### src/hdl/ustv_pkg.sv
// ============================================================================
// ustv_pkg
// Shared types, codes and tables of the UTF-8 stream validator.
// ============================================================================
package ustv_pkg;

    localparam int CFG_W     = 17;
    localparam int SAFE_W    = 16;
    localparam int CLASS_W   = 4;
    localparam int STATE_W   = 4;
    localparam int NUM_STATE = 9;
    localparam int NUM_CLASS = 12;

    localparam logic [CFG_W-1:0] CAPACITY_RESET = 17'd65536;

    localparam logic [STATE_W-1:0] ST_ACCEPT = 4'd0;
    localparam logic [STATE_W-1:0] ST_REJECT = 4'd1;
    localparam logic [STATE_W-1:0] ST_LAST   = 4'd8;

    localparam logic [1:0] STATUS_VALID      = 2'd0;
    localparam logic [1:0] STATUS_INVALID    = 2'd1;
    localparam logic [1:0] STATUS_INCOMPLETE = 2'd2;

    localparam logic ACTION_FEED    = 1'b0;
    localparam logic ACTION_RESTART = 1'b1;

    typedef enum logic [1:0] {
        CMD_FEED,
        CMD_ZERO,
        CMD_RESTART
    } t_cmd_kind;

    typedef struct packed {
        logic       action;
        logic [7:0] data_byte;
    } t_in_item;

    typedef struct packed {
        logic [1:0]        status;
        logic [SAFE_W-1:0] safe_length;
        logic              copy_stopped;
    } t_out_item;

    typedef struct packed {
        t_cmd_kind          kind;
        logic [CLASS_W-1:0] byte_class;
    } t_cmd;

    localparam logic [STATE_W-1:0] NEXT_STATE [0:NUM_STATE-1][0:NUM_CLASS-1] = '{
        '{4'd0, 4'd1, 4'd2, 4'd3, 4'd5, 4'd8, 4'd7, 4'd1, 4'd1, 4'd1, 4'd4, 4'd6},
        '{4'd1, 4'd1, 4'd1, 4'd1, 4'd1, 4'd1, 4'd1, 4'd1, 4'd1, 4'd1, 4'd1, 4'd1},
        '{4'd1, 4'd0, 4'd1, 4'd1, 4'd1, 4'd1, 4'd1, 4'd0, 4'd1, 4'd0, 4'd1, 4'd1},
        '{4'd1, 4'd2, 4'd1, 4'd1, 4'd1, 4'd1, 4'd1, 4'd2, 4'd1, 4'd2, 4'd1, 4'd1},
        '{4'd1, 4'd1, 4'd1, 4'd1, 4'd1, 4'd1, 4'd1, 4'd2, 4'd1, 4'd1, 4'd1, 4'd1},
        '{4'd1, 4'd2, 4'd1, 4'd1, 4'd1, 4'd1, 4'd1, 4'd1, 4'd1, 4'd2, 4'd1, 4'd1},
        '{4'd1, 4'd1, 4'd1, 4'd1, 4'd1, 4'd1, 4'd1, 4'd3, 4'd1, 4'd3, 4'd1, 4'd1},
        '{4'd1, 4'd3, 4'd1, 4'd1, 4'd1, 4'd1, 4'd1, 4'd3, 4'd1, 4'd3, 4'd1, 4'd1},
        '{4'd1, 4'd3, 4'd1, 4'd1, 4'd1, 4'd1, 4'd1, 4'd1, 4'd1, 4'd1, 4'd1, 4'd1}
    };

    function automatic logic [CLASS_W-1:0] byte_class(input logic [7:0] b);
        logic [CLASS_W-1:0] c;
        case (b) inside
            [8'h00:8'h7F]: c = 4'd0;
            [8'h80:8'h8F]: c = 4'd1;
            [8'h90:8'h9F]: c = 4'd9;
            [8'hA0:8'hBF]: c = 4'd7;
            [8'hC0:8'hC1]: c = 4'd8;
            [8'hC2:8'hDF]: c = 4'd2;
            8'hE0:         c = 4'd10;
            8'hED:         c = 4'd4;
            [8'hE1:8'hEF]: c = 4'd3;
            8'hF0:         c = 4'd11;
            [8'hF1:8'hF3]: c = 4'd6;
            8'hF4:         c = 4'd5;
            default:       c = 4'd8;
        endcase
        return c;
    endfunction

endpackage

### src/hdl/ustv_queue.sv
// ============================================================================
// ustv_queue
// Small register FIFO that decouples two pipeline sections.
// ============================================================================
module ustv_queue #(
    parameter type T     = logic,
    parameter int  DEPTH = 2
) (
    input  logic i_clk,
    input  logic i_rst_n,
    input  logic i_push,
    input  T     i_data,
    output logic o_full,
    input  logic i_pop,
    output T     o_data,
    output logic o_empty
);

    localparam int AW = (DEPTH > 1) ? $clog2(DEPTH) : 1;
    localparam int CW = $clog2(DEPTH + 1);

    T                r_mem [0:DEPTH-1];
    logic [AW-1:0]   r_wr_ptr;
    logic [AW-1:0]   r_rd_ptr;
    logic [CW-1:0]   r_count;
    logic            w_do_push;
    logic            w_do_pop;

    assign o_full    = (r_count == CW'(DEPTH));
    assign o_empty   = (r_count == '0);
    assign w_do_push = i_push && !o_full;
    assign w_do_pop  = i_pop && !o_empty;
    assign o_data    = r_mem[r_rd_ptr];

    always_ff @(posedge i_clk) begin
        if (w_do_push) begin
            r_mem[r_wr_ptr] <= i_data;
        end
    end

    always_ff @(posedge i_clk) begin
        if (!i_rst_n) begin
            r_wr_ptr <= '0;
            r_rd_ptr <= '0;
            r_count  <= '0;
        end else begin
            if (w_do_push) begin
                r_wr_ptr <= (r_wr_ptr == AW'(DEPTH - 1)) ? '0 : r_wr_ptr + 1'b1;
            end
            if (w_do_pop) begin
                r_rd_ptr <= (r_rd_ptr == AW'(DEPTH - 1)) ? '0 : r_rd_ptr + 1'b1;
            end
            if (w_do_push && !w_do_pop) begin
                r_count <= r_count + 1'b1;
            end else if (w_do_pop && !w_do_push) begin
                r_count <= r_count - 1'b1;
            end
        end
    end

endmodule

### src/hdl/ustv_front.sv
// ============================================================================
// ustv_front
// Accepts input requests and classifies them into commands for the back end.
// ============================================================================
module ustv_front (
    input  logic              i_clk,
    input  logic              i_rst_n,
    input  logic              i_push,
    input  ustv_pkg::t_in_item i_item,
    output logic              o_full,
    output logic              o_cmd_valid,
    output ustv_pkg::t_cmd    o_cmd,
    input  logic              i_cmd_full
);

    logic            r_valid;
    ustv_pkg::t_cmd  r_cmd;
    ustv_pkg::t_cmd  n_cmd;
    logic            w_ready;
    logic            w_accept;

    assign w_ready     = !r_valid || !i_cmd_full;
    assign o_full      = !w_ready;
    assign w_accept    = i_push && w_ready;
    assign o_cmd_valid = r_valid;
    assign o_cmd       = r_cmd;

    always_comb begin
        n_cmd.byte_class = ustv_pkg::byte_class(i_item.data_byte);
        if (i_item.action == ustv_pkg::ACTION_RESTART) begin
            n_cmd.kind = ustv_pkg::CMD_RESTART;
        end else if (i_item.data_byte == 8'h00) begin
            n_cmd.kind = ustv_pkg::CMD_ZERO;
        end else begin
            n_cmd.kind = ustv_pkg::CMD_FEED;
        end
    end

    always_ff @(posedge i_clk) begin
        if (w_accept) begin
            r_cmd <= n_cmd;
        end
    end

    always_ff @(posedge i_clk) begin
        if (!i_rst_n) begin
            r_valid <= 1'b0;
        end else if (w_ready) begin
            r_valid <= i_push;
        end
    end

endmodule

### src/hdl/ustv_back.sv
// ============================================================================
// ustv_back
// Steps the UTF-8 automaton and the safe-truncation tracker, one command
// per cycle unless i_res_full, and emits one result request per command.
// ============================================================================
module ustv_back #(
    parameter int LENGTH_BITS = 16
) (
    input  logic                               i_clk,
    input  logic                               i_rst_n,
    input  logic                               i_cfg_wr_en,
    input  logic [ustv_pkg::CFG_W-1:0]         i_cfg_wr_data,
    input  logic                               i_cmd_valid,
    input  ustv_pkg::t_cmd                     i_cmd,
    output logic                               o_cmd_take,
    output logic                               o_res_valid,
    output ustv_pkg::t_out_item                o_res,
    input  logic                               i_res_full
);

    localparam int TW = LENGTH_BITS + 1;
    localparam int CW = (TW > ustv_pkg::CFG_W) ? TW : ustv_pkg::CFG_W;

    logic [ustv_pkg::STATE_W-1:0] r_dfa;
    logic [ustv_pkg::STATE_W-1:0] n_dfa;
    logic [TW-1:0]                r_taken;
    logic [TW-1:0]                n_taken;
    logic [LENGTH_BITS-1:0]       r_bound;
    logic [LENGTH_BITS-1:0]       n_bound;
    logic                         r_halt;
    logic                         n_halt;
    logic [ustv_pkg::CFG_W-1:0]   r_cap;

    logic [ustv_pkg::STATE_W-1:0] w_cur;
    logic [ustv_pkg::STATE_W-1:0] w_step;
    logic [CW-1:0]                w_cap_ext;
    logic [CW-1:0]                w_lim;
    logic [CW-1:0]                w_eff_cap;
    logic [TW-1:0]                w_taken_inc;
    logic [LENGTH_BITS+ustv_pkg::SAFE_W-1:0] w_bound_ext;
    logic                         w_go;

    assign w_go        = i_cmd_valid && !i_res_full;
    assign o_cmd_take  = w_go;
    assign o_res_valid = w_go;

    assign w_cur       = (r_dfa > ustv_pkg::ST_LAST) ? ustv_pkg::ST_REJECT : r_dfa;
    assign w_step      = ustv_pkg::NEXT_STATE[w_cur][i_cmd.byte_class];
    assign w_cap_ext   = CW'(r_cap);
    assign w_lim       = CW'(1) << LENGTH_BITS;
    assign w_eff_cap   = (w_cap_ext > w_lim) ? w_lim : w_cap_ext;
    assign w_taken_inc = r_taken + 1'b1;

    always_comb begin
        n_dfa   = r_dfa;
        n_taken = r_taken;
        n_bound = r_bound;
        n_halt  = r_halt;
        case (i_cmd.kind)
            ustv_pkg::CMD_RESTART: begin
                n_dfa   = ustv_pkg::ST_ACCEPT;
                n_taken = '0;
                n_bound = '0;
                n_halt  = 1'b0;
            end
            ustv_pkg::CMD_ZERO: begin
                n_halt = 1'b1;
            end
            ustv_pkg::CMD_FEED: begin
                n_dfa = w_step;
                if (!r_halt) begin
                    if (CW'(r_taken) >= w_eff_cap || w_step == ustv_pkg::ST_REJECT) begin
                        n_halt = 1'b1;
                    end else begin
                        n_taken = w_taken_inc;
                        if (CW'(w_taken_inc) >= w_eff_cap) begin
                            n_halt = 1'b1;
                        end else if (w_step == ustv_pkg::ST_ACCEPT) begin
                            n_bound = w_taken_inc[LENGTH_BITS-1:0];
                        end
                    end
                end
            end
            default: begin
                n_dfa = r_dfa;
            end
        endcase
    end

    assign w_bound_ext = {{ustv_pkg::SAFE_W{1'b0}}, n_bound};

    always_comb begin
        if (n_dfa == ustv_pkg::ST_ACCEPT) begin
            o_res.status = ustv_pkg::STATUS_VALID;
        end else if (n_dfa == ustv_pkg::ST_REJECT || n_dfa > ustv_pkg::ST_LAST) begin
            o_res.status = ustv_pkg::STATUS_INVALID;
        end else begin
            o_res.status = ustv_pkg::STATUS_INCOMPLETE;
        end
        o_res.safe_length  = w_bound_ext[ustv_pkg::SAFE_W-1:0];
        o_res.copy_stopped = n_halt;
    end

    always_ff @(posedge i_clk) begin
        if (!i_rst_n) begin
            r_dfa   <= ustv_pkg::ST_ACCEPT;
            r_taken <= '0;
            r_bound <= '0;
            r_halt  <= 1'b0;
            r_cap   <= ustv_pkg::CAPACITY_RESET;
        end else begin
            if (i_cfg_wr_en) begin
                r_cap <= i_cfg_wr_data;
            end
            if (w_go) begin
                r_dfa   <= n_dfa;
                r_taken <= n_taken;
                r_bound <= n_bound;
                r_halt  <= n_halt;
            end
        end
    end

endmodule

### src/hdl/utf8_stream_validator_core.sv
// ============================================================================
// utf8_stream_validator_core
// Byte-serial UTF-8 validator with safe-truncation tracking.
// ============================================================================
// Takes one request per cycle while full is low and returns one result per
// request, in order, so a full-rate stream of bytes gives a full-rate stream
// of results. A request is classified in the front stage, waits in a short
// command queue, and the back end steps the 9-state table automaton and the
// prefix tracker together; results wait in a small output queue. Unstalled,
// a request passes the front register and both queues to the output ports.
// The automaton/tracker update is the rate-setting loop. The user must write
// capacity via the config port while idle; the block does not enforce this.
module utf8_stream_validator_core #(
    parameter int LENGTH_BITS = 16,
    parameter int CMD_DEPTH   = 2,
    parameter int RES_DEPTH   = 2
) (
    input  logic                        i_clk,
    input  logic                        i_rst_n,
    input  logic                        push,
    input  ustv_pkg::t_in_item          i_item,
    output logic                        full,
    output logic                        empty,
    input  logic                        pop,
    output ustv_pkg::t_out_item         o_result,
    input  logic                        i_cfg_wr_en,
    input  logic [ustv_pkg::CFG_W-1:0]  i_cfg_wr_data
);

    logic                 w_front_valid;
    ustv_pkg::t_cmd       w_front_cmd;
    logic                 w_cmdq_full;
    logic                 w_cmdq_empty;
    ustv_pkg::t_cmd       w_cmdq_head;
    logic                 w_cmd_take;
    logic                 w_res_valid;
    ustv_pkg::t_out_item  w_res;
    logic                 w_resq_full;

    ustv_front u_front (
        .i_clk       (i_clk),
        .i_rst_n     (i_rst_n),
        .i_push      (push),
        .i_item      (i_item),
        .o_full      (full),
        .o_cmd_valid (w_front_valid),
        .o_cmd       (w_front_cmd),
        .i_cmd_full  (w_cmdq_full)
    );

    ustv_queue #(
        .T     (ustv_pkg::t_cmd),
        .DEPTH (CMD_DEPTH)
    ) u_cmdq (
        .i_clk   (i_clk),
        .i_rst_n (i_rst_n),
        .i_push  (w_front_valid),
        .i_data  (w_front_cmd),
        .o_full  (w_cmdq_full),
        .i_pop   (w_cmd_take),
        .o_data  (w_cmdq_head),
        .o_empty (w_cmdq_empty)
    );

    ustv_back #(
        .LENGTH_BITS (LENGTH_BITS)
    ) u_back (
        .i_clk         (i_clk),
        .i_rst_n       (i_rst_n),
        .i_cfg_wr_en   (i_cfg_wr_en),
        .i_cfg_wr_data (i_cfg_wr_data),
        .i_cmd_valid   (!w_cmdq_empty),
        .i_cmd         (w_cmdq_head),
        .o_cmd_take    (w_cmd_take),
        .o_res_valid   (w_res_valid),
        .o_res         (w_res),
        .i_res_full    (w_resq_full)
    );

    ustv_queue #(
        .T     (ustv_pkg::t_out_item),
        .DEPTH (RES_DEPTH)
    ) u_resq (
        .i_clk   (i_clk),
        .i_rst_n (i_rst_n),
        .i_push  (w_res_valid),
        .i_data  (w_res),
        .o_full  (w_resq_full),
        .i_pop   (pop),
        .o_data  (o_result),
        .o_empty (empty)
    );

`ifndef NO_ASSERTIONS
    a_reset_clears: assert property (@(posedge i_clk)
        !i_rst_n |=> empty && !full)
        else $error("queues not cleared by reset");

    a_status_code: assert property (@(posedge i_clk) disable iff (!i_rst_n)
        !empty |-> (o_result.status == ustv_pkg::STATUS_VALID ||
                    o_result.status == ustv_pkg::STATUS_INVALID ||
                    o_result.status == ustv_pkg::STATUS_INCOMPLETE))
        else $error("undefined status code");

    a_invalid_stops: assert property (@(posedge i_clk) disable iff (!i_rst_n)
        !empty && o_result.status == ustv_pkg::STATUS_INVALID |-> o_result.copy_stopped)
        else $error("invalid result without halted tracking");
`endif

endmodule

### config.mk
export PLATFORM = sky130hd
export DESIGN_NAME = utf8_stream_validator_core
export DESIGN_NICKNAME = d
export VERILOG_FILES = /design/src/hdl/ustv_pkg.sv /design/src/hdl/ustv_queue.sv /design/src/hdl/ustv_front.sv /design/src/hdl/ustv_back.sv /design/src/hdl/utf8_stream_validator_core.sv
export SDC_FILE = /design/constraint.sdc
export NUM_CORES = 1
export LEC_CHECK = 0
export ABC_AREA = 1
export BUFFER_PORTS_ARGS = -buffer_cell sky130_fd_sc_hd__buf_2
export CORE_MARGIN = 2
export CORE_UTILIZATION = 30
export CTS_BUF_LIST = sky130_fd_sc_hd__clkbuf_2 sky130_fd_sc_hd__clkbuf_4 sky130_fd_sc_hd__clkbuf_8
export DETAILED_ROUTE_END_ITERATION = 7
export SYNTH_ARGS = -nofsm -noshare
export SYNTH_HDL_FRONTEND = slang
export SYNTH_SLANG_ARGS = --single-unit
### constraint.sdc
create_clock -name i_clk -period 4.8 [get_ports i_clk]
set_input_delay 0.72 -clock i_clk [delete_from_list [all_inputs] [get_ports i_clk]]
set_output_delay 0.72 -clock i_clk [all_outputs]
set_load 0.02 [all_outputs]
[Yosys cells after proc, flatten, opt, wreduce, memory -nomap -nowiden]
Memories as Yosys holds them, arrays and structs flattened. A register that Yosys moved wholly into a read port is not among the register bits.
Index checks and enable logic that the tools add are counted.
Storage, ports and cells
  register bits after elaboration: 70
  latch bits: 0
  RAM bits: 50
  ROM bits: 768
  input bits: 31
  output and inout bits: 21
  word-level logic and storage cells: 158
  memories: 3
Memory list
  (name not given): depth 16, width 48, rd ports 1, clocked after memory_dff 0, wr ports 0, RTL line ustv_back.sv:48  | assign w_step = ustv_pkg::NEXT_STATE[w_cur][i_cmd.byte_class];
  u_resq.r_mem: depth 2, width 19, rd ports 1, clocked after memory_dff 1, wr ports 1, RTL line ustv_queue.sv:22  | T r_mem [0:DEPTH-1];
  u_cmdq.r_mem: depth 2, width 6, rd ports 1, clocked after memory_dff 1, wr ports 1, RTL line ustv_queue.sv:22
Operators by class
  $add $sub $neg: 9
  $mul: 0
  div/mod/pow operators: 0
  order comparisons: 23
  eq/ne operators: 12
  shift-type cells: 0
  multiplexer cells: 50
  bitwise operators: 2
  reductions and logical operators: 43
Operators with widths (number)
  $mux W48: 2
  $mux W16: 4
  $ge A8 B8 Y1 const B: 7
  $le A8 B8 Y1 const B: 7
  $mux W4: 13
  $mux W17: 3
  $ge A17 B17 Y1: 2
  $pmux W17 S2: 1
  $eq A8 B8 Y1 const B: 4
  $pmux W16 S2: 1
  $logic_and A1 B1 Y1: 18
  $add A17 B1 Y17 const B: 1
  $gt A17 B17 Y1 const B: 1
  $mux W1: 17
  $bmux W4 S4: 1
  $mux W2: 6
  $ge A5 B5 Y1 const B: 2
  $logic_not A1 Y1: 10
  $not A4 Y5: 2
  $eq A4 B1 Y1 const B: 2
  $ge A8 B1 Y1 const B: 1
  $gt A4 B4 Y1 const B: 2
  $le A8 B7 Y1 const B: 1
  $logic_not A4 Y1: 2
  15 further kinds: 29

[Longest topological paths before layout]
  depth after elaboration: 15
  gate-level depth with buffers: 27
  mapped depth without buffers: 26

[Hierarchy]
A second synthesis with hierarchy kept.
Second synthesis, totals
  cell total of the unflattened synthesis: 881
  area total of the unflattened synthesis: 7045.5 µm²
By module, submodules not included
  ustv_back: instances 1, cells each 665, area each 4256.6 µm², sequential area each 1101.1 µm²
  ustv_queue at u_resq: instances 1, cells each 97, area each 1669.1 µm², sequential area each 1241.2 µm²
  ustv_queue at u_cmdq: instances 1, cells each 57, area each 680.7 µm², sequential area each 460.4 µm²
  ustv_front: instances 1, cells each 61, area each 435.4 µm², sequential area each 200.2 µm²
  utf8_stream_validator_core: instances 1, cells each 1, area each 3.8 µm², sequential area each 0.0 µm²

[Worst setup path before layout]
Ideal clock, no wire load.
  path type: reg2reg
  start: reg u_back.r_taken[0]
  end: mem u_resq.r_mem[0][10] in the netlist's numbering, data pin
  library setup time: 0.271 ns
  arrival time: 3.110 ns
  slack: 1.419 ns
  cell stages (with the launch flop): 24
  buffers on the path: 1
  clock period less this slack: 3.381 ns
  path through: dfxtp_1 > ha_1 > nand2_1 > nor2_1 > nand4_1 > or2_2 > nor2_1 > nand3_1 > nor2_1 > xnor2_1 > inv_1 > ha_1 > nand2_1 > nand2_1 > a31oi_1 > a21boi_0 > nand2_1 > inv_1 > nand3_4 > nand2_2 > buf_6 > nand2_2 > nand2_1 > o21ai_0
On the way
  word-level cells in the longest chain between the ends: 6
  elaborated cells on any way between the ends: 9
  those cells by class: add/sub (1); order compare (2); mux (5); reduce/logical (1)
Ends and longest elaborated chain
  from (decl): RTL line ustv_back.sv:26  | logic [TW-1:0] r_taken;
  from (signal assigned): RTL line ustv_back.sv:117  | r_taken <= n_taken;
  $add A17 B1 Y17: RTL line ustv_back.sv:52  | assign w_taken_inc = r_taken + 1'b1;
  $ge A17 B17 Y1 / $mux W16 (equally long branches): RTL line ustv_back.sv:76, ustv_back.sv:78
  $mux W16: RTL line ustv_back.sv:76  | if (CW'(w_taken_inc) >= w_eff_cap) begin
  $mux W16 (*): RTL line ustv_back.sv:72  | if (CW'(r_taken) >= w_eff_cap || w_step == ustv_pkg::ST_REJECT) begin
  $mux W16 (*): RTL line ustv_back.sv:71  | if (!r_halt) begin
  $pmux W16 S2 (*): RTL line ustv_back.sv:59  | case (i_cmd.kind)
  net u_back.n_bound[9]: RTL line ustv_back.sv:29  | logic [LENGTH_BITS-1:0] n_bound;
  to (decl): RTL line ustv_queue.sv:22
The timed path passes the listed nets; every way through them passes the cells marked *.

[Worst setup path in the final report]
  start: reg u_back.r_taken[1]
  end: mem u_resq.r_mem[0][16] in the netlist's numbering, data pin
The elaborated chain is that of the path after synthesis.

==> reports/summary.txt <==
Area contributors post-synth = edfxtp_1 (25%), dfxtp_1 (19%), nand2_1 (11%)
Final Cell Area = 0.007737 mm²
Mapped Area = 0.006827 mm²
IO Count = 52
Most frequent cells in the layout = nand2_1 (191), inv_1 (107), nor2_1 (104)
Post-synth net total = 934
Detailed Route Iter0 Violations = 363
Post-DRT Antenna Nets = 0
Critical Path Most Common Cell = nand2_1
Seq. cell area = 0.003003 mm²
Pin count of the biggest net entering global routing = 41
Vias per inst = 4.586
Overall routing resource usage = 13.23%
Clk slew on worst S/H paths = 80 ps
Diode count = 0
Crit path cell chain = ha_1 -> nand2_1 -> nor2_1 -> nand4_1 -> or2_2 -> nor2_1 -> nand3_1 -> nor2_1 -> xnor2_1 -> inv_1 -> ha_1 -> nand2_1 -> nand2_1 -> a31oi_1 -> a21boi_0 -> nand2_1 -> inv_1 -> nand3_4 -> nand2_2 -> nand2_1 -> nand2_1 -> o21ai_0
Crit Path Class = flop to flop
Final worst setup slack = 773.2 ps
Die height = 154.9 µm
Final Hold Viols = 0
Via count = 5567
Post-route minimum period = 4027 ps
P&R area growth vs syn = 13.34%
Starting Density = 30.34%
Pleak = 3.531 nW
Drt total wl = 15.08 mm
Relative slew slack = 39.98%
CTS Sinks = 122
Synth warn = 0
Setup TNS Final = 0 ps
Maximum fanout along the worst path = 17
Final worst path period share = 83.89%
Net Sw Frac = 46.02%
Register area share after synthesis = 43.99%
CTS root buf = clkbuf_8
Vias in the first global route = 5155
I/O Buffers = 51
Flop pwr share = 33.8%
Synthesized instance count = 866
Clock share of power = 17.9%
Max-slew violations = 0
Share of cells above drive strength 1 = 15.07%
DR DRC count = 0
Most common cell after layout, fill and taps aside = nand2_1
Core area = 0.02250 mm²
Max VDD drop = 240.3 µV
First-pass GRT wire length = 25.48 mm
Mean Syn Cell Area = 7.883 µm²
CTS hold repair buffers = 0
Critical path buffer and inverter count = 2
Compound-Gate Fraction of Synth Area = 10.78%
Synth Area in Simple Gates = 25.22%
Slowest stage delay, CP = 390 ps
Xor/xnor cell area share of the yosys netlist = 1.924%
Largest family of logic cells by synthesized area = simple AND/OR/NAND/NOR gates
Clock Skews = 16.62 ps
Synth Area in Adders = 6.782%
Comb pwr share = 48.3%
Die width = 154.9 µm
Setup Fix Bufs, Post-CTS = 0
Fill cells = 2324
Layout net count = 984
DP HPWL = 11.04 mm
Crit path max-delay cell type = dfxtp_1
Hold slack = 450.4 ps
Pwr Total = 4.901 mW
Data arrival, critical path = 4200 ps
Max Clk Rate = 248.3 MHz
GP Congestion = 0.8350
Final setup viols = 0
Resized cells post-CTS = 0
CP startpoint kind = flop
Placed Cells incl. Taps = 1182
Initial antenna violation count = 0
Post-synthesis register bit count = 122
Synth unique cells = 41
Pint = 2.646 mW
Drt first pass iters = 5
Yosys top cell area share = 24.63%
Max_cap viols = 0
Largest delay share family, worst path = simple AND/OR/NAND/NOR gates
Clk Latency, worst-skew pair = 450 ps
Hold WC Path Type = flop to flop
Synth area leader = edfxtp_1
PD cells = 633.5 mW/mm²
Psw = 2.256 mW
Finished Layout Cells = 1214
Grt ovf = 0
CP required = 4970 ps
RSZ-0062 raised after global routing = no
Multi-input logic area = 0.003266 mm²
Post-route core utilization = 34.38%
Slew @ Worst Pin = 899.1 ps
Htree depth = 4
CTS max path bufs = 2
Rows = 55
Place WS = 753.9 ps
Worst Setup End Kind = flop
CTS tree = done
Multiplexer share of the synthesized area = 3.134%
Dpl cell area = 0.007353 mm²
Outcome = finished clean
WL/cell = 12.42 µm
Die area = 0.02398 mm²
Cts bufs inserted = 17
==> flip-flops by register name, indices dropped and copies added, names as in the netlist, named ones only <==
name                 count
u_back.r_halt            1
u_front.o_cmd_valid      1
u_cmdq.r_mem            12
u_resq.r_wr_ptr          1
u_cmdq.r_rd_ptr          1
u_resq.r_mem            38
u_back.r_bound          16
u_back.r_cap            17
u_back.r_taken          17
u_cmdq.r_wr_ptr          1
u_cmdq.r_count           2
u_front.o_cmd            6
u_resq.r_rd_ptr          1
u_back.r_dfa             4
u_resq.r_count           2
==> worst register-to-register path, delay by kind of cell (launching register included) <==
family | cells | cell delay (ps)
flip-flops | 1 | 390
adder cells (fa/ha/maj) | 2 | 510
buffers and inverters | 2 | 170
AND/OR/NAND/NOR | 14 | 2180
XOR/XNOR | 1 | 130
AO/OA/AOI/OAI | 3 | 410
==> cell type report <==
class | count | share of cell area [%]
clock buffers | 17 | 3.024
clock inverters | 15 | 1.940
inverters | 114 | 5.530
multi-input cells | 604 | 42.21
flip-flops and latches | 122 | 38.81
well taps | 285 | 4.609
repair buffers | 57 | 3.881
==> per-layer routing <==
metal  vias to the layer above  track usage (%)  wire length (µm)  share of wire, %
met5                         -                0                 0                 0
met4                         0            3.924               114              0.76
met3                         7            2.897               582               3.9
met2                        95            20.03              6405                42
met1                      2513            18.94              7973                53
li1                       2952                -                 -                 -
==> logic make-up (layout without fill, tap and decap cells) <==
group / Yosys count / count (layout)
compound gates: 139 / 139
flops: 122 / 122
simple gates: 394 / 394
buf+inv: 140 / 203
xor+xnor: 15 / 15
mux: 19 / 19
fa+ha+maj: 37 / 37
==> synth_stat cells <==
library cell	count
inv_1	107
nor2_4	2
nand2_2	12
nor2b_4	1
nor4_1	6
inv_2	4
a22oi_1	2
dfxtp_1	66
a21oi_2	1
a21boi_0	1
or2_1	3
nand3_1	40
nand4_1	14
a211oi_1	6
buf_4	2
buf_2	2
nand3_2	6
nor2_2	3
a21o_1	2
nor4b_1	1
nand2_1	191
o21bai_1	1
nor2_1	104
ha_1	37
and2_1	1
o21ai_1	1
o21a_1	1
o22ai_1	2
clkbuf_1	19
edfxtp_1	56
mux2_2	19
o21ai_0	60
a21oi_1	61
xnor2_1	1
xor2_1	14
or2_2	2
a31oi_1	1
nand3_4	1
clkinv_1	3
nor3_1	7
buf_6	3
==> power groups by stage <==
| stage | combinational [mW] | sequential, mW | clock [mW] |
|---|---|---|---|
| final | 2.37 | 1.66 | 0.876 |
| after global routing | 2.71 | 1.69 | 0.946 |
| after CTS | 2.39 | 1.65 | 0.901 |
| after detailed placement | 2.37 | 1.67 | 0 |
| after global placement | 2.36 | 1.67 | 0 |
| after floorplan | 1.91 | 1.59 | 0 |
==> path summary, 6_finish.rpt <==
| check | endpoint | slack, ps | cells after the start | from |
|---|---|---|---|---|
| worst max-delay path | u_resq.r_mem[0][16]$_DFFE_PP_ | 770 | 22 | u_back.r_taken[1]$_SDFFE_PN0P_ |
| worst min-delay path | u_cmdq.r_mem[1][2]$_DFFE_PP_ | 450 | 0 | u_front.o_cmd[2]$_SDFFCE_PP0P_ |
| worst max register to register | u_resq.r_mem[0][16]$_DFFE_PP_ | 770 | 22 | u_back.r_taken[1]$_SDFFE_PN0P_ |
| worst min register to register | u_cmdq.r_mem[1][2]$_DFFE_PP_ | 450 | 0 | u_front.o_cmd[2]$_SDFFCE_PP0P_ |
Note: power is estimated with default switching activity, not from simulation.
